File: config.mk
export PLATFORM = sky130hd
export DESIGN_NAME = grouped_running_statistics
export DESIGN_NICKNAME = d
export VERILOG_FILES = /design/src/hw/rtl/grs_pkg.sv /design/src/hw/rtl/grouped_running_statistics.sv /design/src/hw/rtl/grs_queue.sv /design/src/hw/rtl/grs_divider.sv /design/src/hw/rtl/grs_front.sv /design/src/hw/rtl/grs_back.sv
export SDC_FILE = /design/constraint.sdc
export NUM_CORES = 2
export LEC_CHECK = 0
export CAP_MARGIN = 20
export CORE_MARGIN = 5
export CORE_UTILIZATION = 53
export DETAILED_ROUTE_END_ITERATION = 6
export DONT_BUFFER_PORTS = 1
export PLACE_DENSITY = 0.71
export REMOVE_ABC_BUFFERS = 1
export SLEW_MARGIN = 40
export SYNTH_ARGS = -nofsm -noshare
export SYNTH_HDL_FRONTEND = slang
export SYNTH_HIERARCHICAL = 1
export SYNTH_SLANG_ARGS = --single-unit
File: constraint.sdc
create_clock -name aclk -period 16 [get_ports aclk]
set_clock_uncertainty 0.15 [all_clocks]
set_input_delay 1.6 -clock aclk [delete_from_list [all_inputs] [get_ports aclk]]
set_output_delay 1.6 -clock aclk [all_outputs]
set_load 0.01 [all_outputs]
File: src/hw/rtl/grs_pkg.sv
// Shared constants and types for the grouped running statistics block.
`timescale 1ns / 1ps

package grs_pkg;

    localparam int SAMPLE_BITS   = 16;
    localparam int CFG_BITS      = 13;
    localparam int MAX_SET_SIZE  = 4096;
    localparam int MAX_SET_COUNT = 4096;
    localparam int ADDR_BITS     = 3;
    localparam int DATA_BITS     = 32;

    localparam int SET_SUM_BITS  = 29;
    localparam int LOT_SUM_BITS  = 41;
    localparam int LOT_FILL_BITS = 25;

    localparam int Q8_SHIFT      = 8;
    localparam int PERCENT_SCALE = 100;
    localparam int AVG_BITS      = 24;
    localparam int PCT_BITS      = 15;
    localparam int PCT_MAX       = PERCENT_SCALE << Q8_SHIFT;

    localparam int DVD_BITS      = LOT_SUM_BITS - 1 + Q8_SHIFT;
    localparam int DVS_BITS      = LOT_FILL_BITS;
    localparam int QUO_BITS      = 25;

    localparam int QUEUE_DEPTH   = 4;

    localparam logic KIND_SET = 1'b0;
    localparam logic KIND_LOT = 1'b1;

    localparam logic REG_SET_SIZE  = 1'b0;
    localparam logic REG_SET_COUNT = 1'b1;

    typedef struct packed {
        logic [CFG_BITS-1:0] set_size;
        logic [CFG_BITS-1:0] set_count;
    } grs_cfg_t;

    typedef struct packed {
        logic signed [SET_SUM_BITS-1:0]  set_sum;
        logic        [CFG_BITS-1:0]      set_fill;
        logic signed [SAMPLE_BITS-1:0]   set_max;
        logic        [CFG_BITS-1:0]      set_positive;
        logic                            lot_end;
        logic signed [LOT_SUM_BITS-1:0]  lot_sum;
        logic        [LOT_FILL_BITS-1:0] lot_fill;
        logic        [LOT_FILL_BITS-1:0] lot_negative;
        logic signed [SAMPLE_BITS-1:0]   lot_min;
    } grs_entry_t;

    typedef struct packed {
        logic busy;
        logic done;
    } grs_div_status_t;

endpackage

File: src/hw/rtl/grouped_running_statistics.sv
// Top level of the grouped running statistics block with its register port.
`timescale 1ns / 1ps

// Samples are accepted one per cycle as long as the four-entry queue of
// set-end records has room; samples that do not end a set cost nothing more.
// Each report (set or lot) is paced in the back end by the shared
// one-bit-per-cycle divider, which runs 25 steps for the average and 25
// for the percentage, plus the load and handoff states. A set end that
// also ends the lot yields two reports. There is no clearing pass after
// reset. Registers: set_size at address 0, set_count at address 4. Of
// a write only bits 12:0 are kept; zero reads back as 1, above 4096 as 4096.

module grouped_running_statistics (
    input  logic                                   aclk,
    input  logic                                   aresetn,
    input  logic                                   psel,
    input  logic                                   penable,
    input  logic                                   pwrite,
    input  logic [grs_pkg::ADDR_BITS-1:0]          paddr,
    input  logic [grs_pkg::DATA_BITS-1:0]          pwdata,
    output logic [grs_pkg::DATA_BITS-1:0]          prdata,
    output logic                                   pready,
    input  logic                                   s_valid,
    output logic                                   s_ready,
    input  logic signed [grs_pkg::SAMPLE_BITS-1:0] s_sample,
    output logic                                   m_valid,
    input  logic                                   m_ready,
    output logic                                   m_report_kind,
    output logic signed [grs_pkg::AVG_BITS-1:0]    m_average_q8,
    output logic signed [grs_pkg::SAMPLE_BITS-1:0] m_extreme_value,
    output logic        [grs_pkg::PCT_BITS-1:0]    m_percent_q8,
    output logic                                   m_last_result
);
    import grs_pkg::*;

    logic [CFG_BITS-1:0] set_size_reg;
    logic [CFG_BITS-1:0] set_count_reg;
    logic                cfg_wr;
    logic                reg_index;
    grs_cfg_t            cfg;

    grs_entry_t q_push_data;
    grs_entry_t q_pop_data;
    logic       q_push;
    logic       q_full;
    logic       q_pop;
    logic       q_valid;

    function automatic logic [CFG_BITS-1:0] clamp_cfg(input logic [DATA_BITS-1:0] v,
                                                      input logic [CFG_BITS-1:0] maxv);
        logic [CFG_BITS-1:0] t;
        t = v[CFG_BITS-1:0];
        if (t == '0) begin
            t = CFG_BITS'(1);
        end else if (t > maxv) begin
            t = maxv;
        end
        return t;
    endfunction

    assign pready    = 1'b1;
    assign cfg_wr    = psel && penable && pwrite && pready;
    assign reg_index = paddr[2];

    always_comb begin
        case (reg_index)
            REG_SET_SIZE:  prdata = DATA_BITS'(set_size_reg);
            REG_SET_COUNT: prdata = DATA_BITS'(set_count_reg);
            default:       prdata = '0;
        endcase
    end

    always_ff @(posedge aclk) begin
        if (!aresetn) begin
            set_size_reg  <= CFG_BITS'(1);
            set_count_reg <= CFG_BITS'(1);
        end else if (cfg_wr) begin
            case (reg_index)
                REG_SET_SIZE:  set_size_reg  <= clamp_cfg(pwdata, CFG_BITS'(MAX_SET_SIZE));
                REG_SET_COUNT: set_count_reg <= clamp_cfg(pwdata, CFG_BITS'(MAX_SET_COUNT));
                default: begin
                end
            endcase
        end
    end

    assign cfg.set_size  = set_size_reg;
    assign cfg.set_count = set_count_reg;

    grs_front u_front (
        .aclk     (aclk),
        .aresetn  (aresetn),
        .cfg      (cfg),
        .s_valid  (s_valid),
        .s_ready  (s_ready),
        .s_sample (s_sample),
        .q_full   (q_full),
        .q_push   (q_push),
        .q_data   (q_push_data)
    );

    grs_queue u_queue (
        .aclk      (aclk),
        .aresetn   (aresetn),
        .push      (q_push),
        .push_data (q_push_data),
        .full      (q_full),
        .pop       (q_pop),
        .pop_valid (q_valid),
        .pop_data  (q_pop_data)
    );

    grs_back u_back (
        .aclk            (aclk),
        .aresetn         (aresetn),
        .q_valid         (q_valid),
        .q_data          (q_pop_data),
        .q_pop           (q_pop),
        .m_valid         (m_valid),
        .m_ready         (m_ready),
        .m_report_kind   (m_report_kind),
        .m_average_q8    (m_average_q8),
        .m_extreme_value (m_extreme_value),
        .m_percent_q8    (m_percent_q8),
        .m_last_result   (m_last_result)
    );

`ifndef SYNTH
    a_lot_is_last: assert property (@(posedge aclk) disable iff (!aresetn)
        (m_valid && m_report_kind == KIND_LOT) |-> m_last_result)
        else $error("lot report not marked as last word");

    a_pct_range: assert property (@(posedge aclk) disable iff (!aresetn)
        m_valid |-> (m_percent_q8 <= PCT_BITS'(PCT_MAX)))
        else $error("percentage out of range");

    a_pop_valid: assert property (@(posedge aclk) disable iff (!aresetn)
        q_pop |-> q_valid)
        else $error("queue popped while empty");

    a_cfg_range: assert property (@(posedge aclk) disable iff (!aresetn)
        cfg_wr |=> (set_size_reg != '0 && set_count_reg != '0 &&
                    set_size_reg <= CFG_BITS'(MAX_SET_SIZE) &&
                    set_count_reg <= CFG_BITS'(MAX_SET_COUNT)))
        else $error("configuration register out of range");
`endif

endmodule

File: src/hw/rtl/grs_queue.sv
// Short queue of set-end records between the front and the back.
`timescale 1ns / 1ps

module grs_queue (
    input  logic               aclk,
    input  logic               aresetn,
    input  logic               push,
    input  grs_pkg::grs_entry_t push_data,
    output logic               full,
    input  logic               pop,
    output logic               pop_valid,
    output grs_pkg::grs_entry_t pop_data
);
    import grs_pkg::*;

    localparam int PTR_BITS = (QUEUE_DEPTH > 1) ? $clog2(QUEUE_DEPTH) : 1;
    localparam int CNT_BITS = $clog2(QUEUE_DEPTH + 1);

    grs_entry_t          mem_reg [QUEUE_DEPTH];
    logic [PTR_BITS-1:0] wr_reg, wr_next;
    logic [PTR_BITS-1:0] rd_reg, rd_next;
    logic [CNT_BITS-1:0] count_reg, count_next;
    logic                do_push;
    logic                do_pop;

    assign full      = (count_reg == CNT_BITS'(QUEUE_DEPTH));
    assign pop_valid = (count_reg != '0);
    assign pop_data  = mem_reg[rd_reg];
    assign do_push   = push && !full;
    assign do_pop    = pop && pop_valid;

    always_comb begin
        wr_next    = wr_reg;
        rd_next    = rd_reg;
        count_next = count_reg;
        if (do_push) begin
            wr_next = (wr_reg == PTR_BITS'(QUEUE_DEPTH - 1)) ? '0 : wr_reg + 1'b1;
        end
        if (do_pop) begin
            rd_next = (rd_reg == PTR_BITS'(QUEUE_DEPTH - 1)) ? '0 : rd_reg + 1'b1;
        end
        if (do_push && !do_pop) begin
            count_next = count_reg + 1'b1;
        end else if (do_pop && !do_push) begin
            count_next = count_reg - 1'b1;
        end
    end

    always_ff @(posedge aclk) begin
        if (!aresetn) begin
            wr_reg    <= '0;
            rd_reg    <= '0;
            count_reg <= '0;
        end else begin
            wr_reg    <= wr_next;
            rd_reg    <= rd_next;
            count_reg <= count_next;
        end
    end

    always_ff @(posedge aclk) begin
        if (do_push) begin
            mem_reg[wr_reg] <= push_data;
        end
    end

endmodule

File: src/hw/rtl/grs_divider.sv
// Radix-2 restoring divider that produces one quotient bit per cycle.
`timescale 1ns / 1ps

module grs_divider (
    input  logic                            aclk,
    input  logic                            aresetn,
    input  logic                            start,
    input  logic [grs_pkg::DVD_BITS-1:0]    dividend,
    input  logic [grs_pkg::DVS_BITS-1:0]    divisor,
    output grs_pkg::grs_div_status_t        status,
    output logic [grs_pkg::QUO_BITS-1:0]    quotient
);
    import grs_pkg::*;

    localparam int STEP_BITS = $clog2(QUO_BITS + 1);

    logic                 busy_reg;
    logic                 done_reg;
    logic [STEP_BITS-1:0] step_reg;
    logic [DVS_BITS-1:0]  rem_reg;
    logic [QUO_BITS-1:0]  shift_reg;
    logic [DVS_BITS-1:0]  dvs_reg;
    logic [DVS_BITS:0]    trial;
    logic [DVS_BITS:0]    diff;
    logic                 fits;
    logic [DVS_BITS-1:0]  rem_next;

    // The quotient is known to fit in QUO_BITS, so the upper dividend bits
    // start out below the divisor.
    assign trial    = {rem_reg, shift_reg[QUO_BITS-1]};
    assign diff     = trial - {1'b0, dvs_reg};
    assign fits     = (trial >= {1'b0, dvs_reg});
    assign rem_next = fits ? diff[DVS_BITS-1:0] : trial[DVS_BITS-1:0];

    assign status.busy = busy_reg;
    assign status.done = done_reg;
    assign quotient    = shift_reg;

    always_ff @(posedge aclk) begin
        if (!aresetn) begin
            busy_reg <= 1'b0;
            done_reg <= 1'b0;
            step_reg <= '0;
        end else if (start) begin
            busy_reg <= 1'b1;
            done_reg <= 1'b0;
            step_reg <= STEP_BITS'(QUO_BITS);
        end else if (busy_reg) begin
            step_reg <= step_reg - 1'b1;
            if (step_reg == STEP_BITS'(1)) begin
                busy_reg <= 1'b0;
                done_reg <= 1'b1;
            end
        end else begin
            done_reg <= 1'b0;
        end
    end

    always_ff @(posedge aclk) begin
        if (start) begin
            rem_reg   <= DVS_BITS'(dividend[DVD_BITS-1:QUO_BITS]);
            shift_reg <= dividend[QUO_BITS-1:0];
            dvs_reg   <= divisor;
        end else if (busy_reg) begin
            rem_reg   <= rem_next;
            shift_reg <= {shift_reg[QUO_BITS-2:0], fits};
        end
    end

endmodule

File: src/hw/rtl/grs_front.sv
// Front end: accepts samples, keeps the set and lot accumulators, queues set ends.
`timescale 1ns / 1ps

module grs_front (
    input  logic                                   aclk,
    input  logic                                   aresetn,
    input  grs_pkg::grs_cfg_t                      cfg,
    input  logic                                   s_valid,
    output logic                                   s_ready,
    input  logic signed [grs_pkg::SAMPLE_BITS-1:0] s_sample,
    input  logic                                   q_full,
    output logic                                   q_push,
    output grs_pkg::grs_entry_t                    q_data
);
    import grs_pkg::*;

    logic signed [SET_SUM_BITS-1:0]  set_sum_reg, set_sum_next;
    logic        [CFG_BITS-1:0]      set_fill_reg, set_fill_next;
    logic signed [SAMPLE_BITS-1:0]   set_max_reg, set_max_next;
    logic signed [SAMPLE_BITS-1:0]   set_min_reg, set_min_next;
    logic        [CFG_BITS-1:0]      set_positive_reg, set_positive_next;
    logic signed [LOT_SUM_BITS-1:0]  lot_sum_reg, lot_sum_next;
    logic        [LOT_FILL_BITS-1:0] lot_fill_reg, lot_fill_next;
    logic        [LOT_FILL_BITS-1:0] lot_negative_reg, lot_negative_next;
    logic signed [SAMPLE_BITS-1:0]   lot_min_reg, lot_min_next;
    logic        [CFG_BITS-1:0]      sets_done_reg, sets_done_next;

    logic accept;
    logic first;
    logic set_end;
    logic lot_end;

    assign s_ready = !q_full;
    assign accept  = s_valid && s_ready;
    assign first   = (set_fill_reg == '0);

    always_comb begin
        set_max_next = (first || s_sample > set_max_reg) ? s_sample : set_max_reg;
        set_min_next = (first || s_sample < set_min_reg) ? s_sample : set_min_reg;
        set_positive_next = set_positive_reg + CFG_BITS'(s_sample > 0);
        lot_negative_next = lot_negative_reg + LOT_FILL_BITS'(s_sample < 0);
        set_sum_next  = set_sum_reg + SET_SUM_BITS'(s_sample);
        lot_sum_next  = lot_sum_reg + LOT_SUM_BITS'(s_sample);
        set_fill_next = set_fill_reg + 1'b1;
        lot_fill_next = lot_fill_reg + 1'b1;
        lot_min_next  = (sets_done_reg == '0 || set_min_next < lot_min_reg)
                        ? set_min_next : lot_min_reg;
        sets_done_next = sets_done_reg + 1'b1;
        set_end = (set_fill_next >= cfg.set_size);
        lot_end = set_end && (sets_done_next >= cfg.set_count);
    end

    assign q_push = accept && set_end;

    always_comb begin
        q_data.set_sum      = set_sum_next;
        q_data.set_fill     = set_fill_next;
        q_data.set_max      = set_max_next;
        q_data.set_positive = set_positive_next;
        q_data.lot_end      = lot_end;
        q_data.lot_sum      = lot_sum_next;
        q_data.lot_fill     = lot_fill_next;
        q_data.lot_negative = lot_negative_next;
        q_data.lot_min      = lot_min_next;
    end

    always_ff @(posedge aclk) begin
        if (!aresetn) begin
            set_sum_reg      <= '0;
            set_fill_reg     <= '0;
            set_max_reg      <= '0;
            set_min_reg      <= '0;
            set_positive_reg <= '0;
            lot_sum_reg      <= '0;
            lot_fill_reg     <= '0;
            lot_negative_reg <= '0;
            lot_min_reg      <= '0;
            sets_done_reg    <= '0;
        end else if (accept) begin
            if (set_end) begin
                set_sum_reg      <= '0;
                set_fill_reg     <= '0;
                set_max_reg      <= '0;
                set_min_reg      <= '0;
                set_positive_reg <= '0;
            end else begin
                set_sum_reg      <= set_sum_next;
                set_fill_reg     <= set_fill_next;
                set_max_reg      <= set_max_next;
                set_min_reg      <= set_min_next;
                set_positive_reg <= set_positive_next;
            end
            if (lot_end) begin
                lot_sum_reg      <= '0;
                lot_fill_reg     <= '0;
                lot_negative_reg <= '0;
                lot_min_reg      <= '0;
                sets_done_reg    <= '0;
            end else begin
                lot_sum_reg      <= lot_sum_next;
                lot_fill_reg     <= lot_fill_next;
                lot_negative_reg <= lot_negative_next;
                if (set_end) begin
                    lot_min_reg   <= lot_min_next;
                    sets_done_reg <= sets_done_next;
                end
            end
        end
    end

endmodule

File: src/hw/rtl/grs_back.sv
// Back end: turns queued set ends into set and lot reports using a shared divider.
`timescale 1ns / 1ps

module grs_back (
    input  logic                                   aclk,
    input  logic                                   aresetn,
    input  logic                                   q_valid,
    input  grs_pkg::grs_entry_t                    q_data,
    output logic                                   q_pop,
    output logic                                   m_valid,
    input  logic                                   m_ready,
    output logic                                   m_report_kind,
    output logic signed [grs_pkg::AVG_BITS-1:0]    m_average_q8,
    output logic signed [grs_pkg::SAMPLE_BITS-1:0] m_extreme_value,
    output logic        [grs_pkg::PCT_BITS-1:0]    m_percent_q8,
    output logic                                   m_last_result
);
    import grs_pkg::*;

    typedef enum logic [2:0] {
        B_IDLE,
        B_LOAD,
        B_AVG,
        B_PCT,
        B_HOLD
    } back_state_t;

    back_state_t state_reg;

    grs_entry_t                      entry_reg;
    logic                            phase_reg;
    logic                            neg_reg;
    logic [DVD_BITS-1:0]             pct_dvd_reg;
    logic                            m_valid_reg;
    logic                            m_kind_reg;
    logic [AVG_BITS-1:0]             m_avg_reg;
    logic signed [SAMPLE_BITS-1:0]   m_ext_reg;
    logic [PCT_BITS-1:0]             m_pct_reg;
    logic                            m_last_reg;

    logic signed [LOT_SUM_BITS-1:0]   job_sum;
    logic        [LOT_FILL_BITS-1:0]  job_cnt;
    logic        [LOT_FILL_BITS-1:0]  job_part;
    logic signed [SAMPLE_BITS-1:0]    job_ext;
    logic        [LOT_SUM_BITS-1:0]   sum_mag;
    logic        [DVD_BITS-1:0]       avg_dvd;
    logic [LOT_FILL_BITS+PCT_BITS-1:0] pct_prod;
    logic                             more;

    logic                   div_start;
    logic [DVD_BITS-1:0]    div_dividend;
    grs_div_status_t        div_status;
    logic [QUO_BITS-1:0]    div_quotient;
    logic [AVG_BITS-1:0]    q_avg;

    always_comb begin
        if (phase_reg == KIND_LOT) begin
            job_sum  = entry_reg.lot_sum;
            job_cnt  = entry_reg.lot_fill;
            job_part = entry_reg.lot_negative;
            job_ext  = entry_reg.lot_min;
        end else begin
            job_sum  = {{(LOT_SUM_BITS-SET_SUM_BITS){entry_reg.set_sum[SET_SUM_BITS-1]}},
                        entry_reg.set_sum};
            job_cnt  = LOT_FILL_BITS'(entry_reg.set_fill);
            job_part = LOT_FILL_BITS'(entry_reg.set_positive);
            job_ext  = entry_reg.set_max;
        end
        sum_mag  = job_sum[LOT_SUM_BITS-1] ? -job_sum : job_sum;
        avg_dvd  = {sum_mag[LOT_SUM_BITS-2:0], {Q8_SHIFT{1'b0}}};
        pct_prod = job_part * PCT_BITS'(PCT_MAX);
        more     = (phase_reg == KIND_SET) && entry_reg.lot_end;
    end

    assign q_pop        = (state_reg == B_IDLE) && q_valid;
    assign div_start    = (state_reg == B_LOAD) || (state_reg == B_AVG && div_status.done);
    assign div_dividend = (state_reg == B_LOAD) ? avg_dvd : pct_dvd_reg;
    assign q_avg        = div_quotient[AVG_BITS-1:0];

    grs_divider u_divider (
        .aclk     (aclk),
        .aresetn  (aresetn),
        .start    (div_start),
        .dividend (div_dividend),
        .divisor  (job_cnt),
        .status   (div_status),
        .quotient (div_quotient)
    );

    always_ff @(posedge aclk) begin
        if (!aresetn) begin
            state_reg   <= B_IDLE;
            m_valid_reg <= 1'b0;
        end else begin
            case (state_reg)
                B_IDLE: begin
                    if (q_valid) begin
                        entry_reg <= q_data;
                        phase_reg <= KIND_SET;
                        state_reg <= B_LOAD;
                    end
                end
                B_LOAD: begin
                    neg_reg     <= job_sum[LOT_SUM_BITS-1];
                    pct_dvd_reg <= DVD_BITS'(pct_prod);
                    m_kind_reg  <= phase_reg;
                    m_ext_reg   <= job_ext;
                    state_reg   <= B_AVG;
                end
                B_AVG: begin
                    if (div_status.done) begin
                        m_avg_reg <= neg_reg ? (~q_avg + 1'b1) : q_avg;
                        state_reg <= B_PCT;
                    end
                end
                B_PCT: begin
                    if (div_status.done) begin
                        m_pct_reg   <= div_quotient[PCT_BITS-1:0];
                        m_last_reg  <= !more;
                        m_valid_reg <= 1'b1;
                        state_reg   <= B_HOLD;
                    end
                end
                B_HOLD: begin
                    if (m_ready) begin
                        m_valid_reg <= 1'b0;
                        if (more) begin
                            phase_reg <= KIND_LOT;
                            state_reg <= B_LOAD;
                        end else begin
                            state_reg <= B_IDLE;
                        end
                    end
                end
                default: begin
                    state_reg <= B_IDLE;
                end
            endcase
        end
    end

    assign m_valid         = m_valid_reg;
    assign m_report_kind   = m_kind_reg;
    assign m_average_q8    = m_avg_reg;
    assign m_extreme_value = m_ext_reg;
    assign m_percent_q8    = m_pct_reg;
    assign m_last_result   = m_last_reg;

endmodule
==> metrics.yaml <==
floorplanning:
  row_count: 125
  die_area_um2: 124000
  die_x_um: 353
  ios: 150
  die_h_um: 353
  core_um2: 116000
  start_util_pct: 53.5
clock_tree:
  cts_max_level: 4
  cts_tree: "yes"
  cts_root_buffer: "clkbuf_16"
  clock-sinks: 1312
  cts_resized: 0
  hold_buffers: 0
  clockBufferDepth: 3
  cts_setup_buffers: 0
  cts_made_buffers: 135
  clock_latency_ns: 0.76
  clk_pin_slew_ns: 0.06
finish:
  final_cells: 6280
  nFillCells: 9015
  syn_to_final_growth_pct: 9.93
  diodes: 0
  finalNetCount: 4985
  drive_gt1_share_pct: 13.2
  largest_register_ffs: 716
pwr:
  pwr_density_cell_nw_per_um2: 168
  p_leak_nw: 23.9
  irDropWorstVdd_mv: 0.110
  total_power_w: 0.0115
route:
  first_pass_iters: 5
  routedWlPerCell_um: 22.1
  wl_mm: 139
  drtIter0Drc: 2939
  ant_nets: 0
  num_vias: 37800
  avgViaCountPerCell: 6.01
  drc: 0
global_route:
  antenna_found_initial: 2
  grt_first_pass_wirelength_mm: 215
  grt-ovfl-total: 0
  track_usage_pct: 21.9
  grt_pass1_vias: 37200
  grt_max_degree: 269
worst_setup_path:
  worstSetupEndpointType: "register"
  cp_cell_sequence: "ha_1 > and3_1 > and3_1 > and3_1 > nand3_1 > xnor2_1 > ha_1 > and4_1 > a31oi_1 > a21boi_0 > o21ai_0 > a21oi_1 > o41ai_2 > buf_4 > nand2b_1 > buf_4 > inv_2 > and2b_1 > and2_4 > buf_4 > buf_4"
  ff2ff_setup_slack_ns: 9.06
  worstPathBufferInverterCount: 5
  cp-startpoint: "u_front/set_fill_reg[0]$_SDFFE_PN0P_"
  cp.arrival_ns: 7.18
  r2r_start: "u_front/set_fill_reg[0]$_SDFFE_PN0P_"
  rr_worst_depth: 21
  path_max_fanout: 50
  cp.required_ns: 16.24
  critPathTopFamily: "simple AND/OR/NAND/NOR gates"
  r2r_end: "u_queue/mem_reg[3][96]$_DFFE_PP_"
  critPathMaxStageDelay_ns: 0.67
  critPathLaunchType: "register"
  cp_slowest_cell: "buf_4"
  path_class: "reg2reg"
  worst_path_most_repeated_cell: "buf_4"
synthesis:
  syn_area_um2: 62200
  yosysWarnings: 6
  syn_inst: 4666
  avgSynthCellArea_um2: 13.3
sta:
  finalHoldViolations: 0
  fin_setup_tns_ns: 0
  rsz0062_at_grt: "false"
  drv_slew: 0
  fin_crit_sh_pct: 43.4
  slew_headroom_pct: 36.0
  fin_crit_ns: 6.94
  timing.fmax_ghz: 0.144
  tightest_slew_ns: 0.959
  timing.final.ws_setup_ns: 9.06
  whs_ns: 0.304
  setup_viol: 0
placement:
  gp_congestion: 0.873
  post-place-ws_ns: 9.02
  dp.cells: 6029
  port_buffers: 0
  dpl.hpwl_mm: 88.3
worst_hold_path:
  holdCritPathClass: "reg2reg"
  whs_endpoint: "u_front/set_sum_reg[25]$_SDFFE_PN0P_"
  holdPathStages: 2
  holdCritStartpoint: "u_front/set_sum_reg[25]$_SDFFE_PN0P_"
job:
  max_cap_viol_count: 0
status:
  status: "finished clean"
-- through the flow --
| stage | instance area, um2 | utilization [%] |
|---|---|---|
| after CTS | 68300 | 58.7 |
| after global routing | 68400 | 58.8 |
| after floorplan | 61100 | - |
| final | 68400 | 58.8 |
| after detailed placement | 63700 | 54.8 |
| after global placement | 63500 | 54.6 |
-- worst max path at each step --
| stage | end | slack (ns) | cells past startpoint |
|---|---|---|---|
| 5_1_grt | u_queue/mem_reg[3][100]$_DFFE_PP_ | 8.65 | 21 |
| 4_1_cts | u_queue/mem_reg[3][23]$_DFFE_PP_ | 9.05 | 21 |
| 3_5_place_dp | u_front/lot_min_reg[14]$_SDFFE_PN0P_ | 9.02 | 19 |
| 6_report | u_queue/mem_reg[3][96]$_DFFE_PP_ | 9.06 | 21 |
| 2_1_floorplan | u_queue/mem_reg[0][0]$_DFFE_PP_ | 4.05 | 5 |
| 3_3_place_gp | u_queue/mem_reg[3][85]$_DFFE_PP_ | 8.90 | 21 |
-- where the power goes --
part	switching (W)	internal (W)
Clock	0.00134	0.00190
Sequential	0.000259	0.00452
Combinational	0.00212	0.00138
Total	0.00372	0.00780
-- layout make-up --
class	instances	area (um2)	area share (%)
Sequential cell	1312	36900	53.9
Tap cell	1524	1910	2.79
Clock inverter	84	1010	1.48
Clock buffer	166	3600	5.26
Timing Repair Buffer	53	621	0.908
Inverter	233	875	1.28
Multi-Input combinational cell	2908	23500	34.4
-- placed cells by master, fill, tap and decap left out, types with 25 or more instances in the layout --
| cell type | instances |
|---|---|
| a21boi_0 | 117 |
| a21o_1 | 55 |
| a21oi_1 | 167 |
| a22oi_1 | 44 |
| a31oi_1 | 27 |
| and2_1 | 45 |
| and3_1 | 50 |
| buf_4 | 31 |
| clkbuf_16 | 137 |
| clkinv_2 | 25 |
| conb_1 | 28 |
| dfxtp_1 | 253 |
| edfxtp_1 | 1057 |
| ha_1 | 261 |
| inv_1 | 230 |
| mux2_2 | 108 |
| mux2i_1 | 45 |
| mux4_2 | 179 |
| nand2_1 | 352 |
| nand3_1 | 173 |
| nand4_1 | 47 |
| nor2_1 | 156 |
| nor2b_1 | 97 |
| nor3_1 | 40 |
| nor4_1 | 27 |
| o211ai_1 | 26 |
| o21a_1 | 36 |
| o21ai_0 | 172 |
| xnor2_1 | 148 |
| xor2_1 | 102 |
-- worst reg2reg max path, cell delays in order, from the launching register on --
cell	delay, ns
dfxtp_1	0.43
ha_1	0.27
and3_1	0.26
and3_1	0.26
and3_1	0.29
nand3_1	0.13
xnor2_1	0.48
ha_1	0.25
and4_1	0.19
a31oi_1	0.08
a21boi_0	0.18
o21ai_0	0.11
a21oi_1	0.17
o41ai_2	0.09
buf_4	0.32
nand2b_1	0.26
buf_4	0.27
inv_2	0.28
and2b_1	0.35
and2_4	0.47
buf_4	0.68
buf_4	0.57
-- routing by layer --
layer	vias up	GRT usage, %	wire, um
met5	-	0	0
met4	0	6.37	3270
met3	205	3.27	8090
met2	1115	36.8	67600
met1	19000	30.0	59500
li1	17500	-	-
Power figures use the tool's default switching activity.
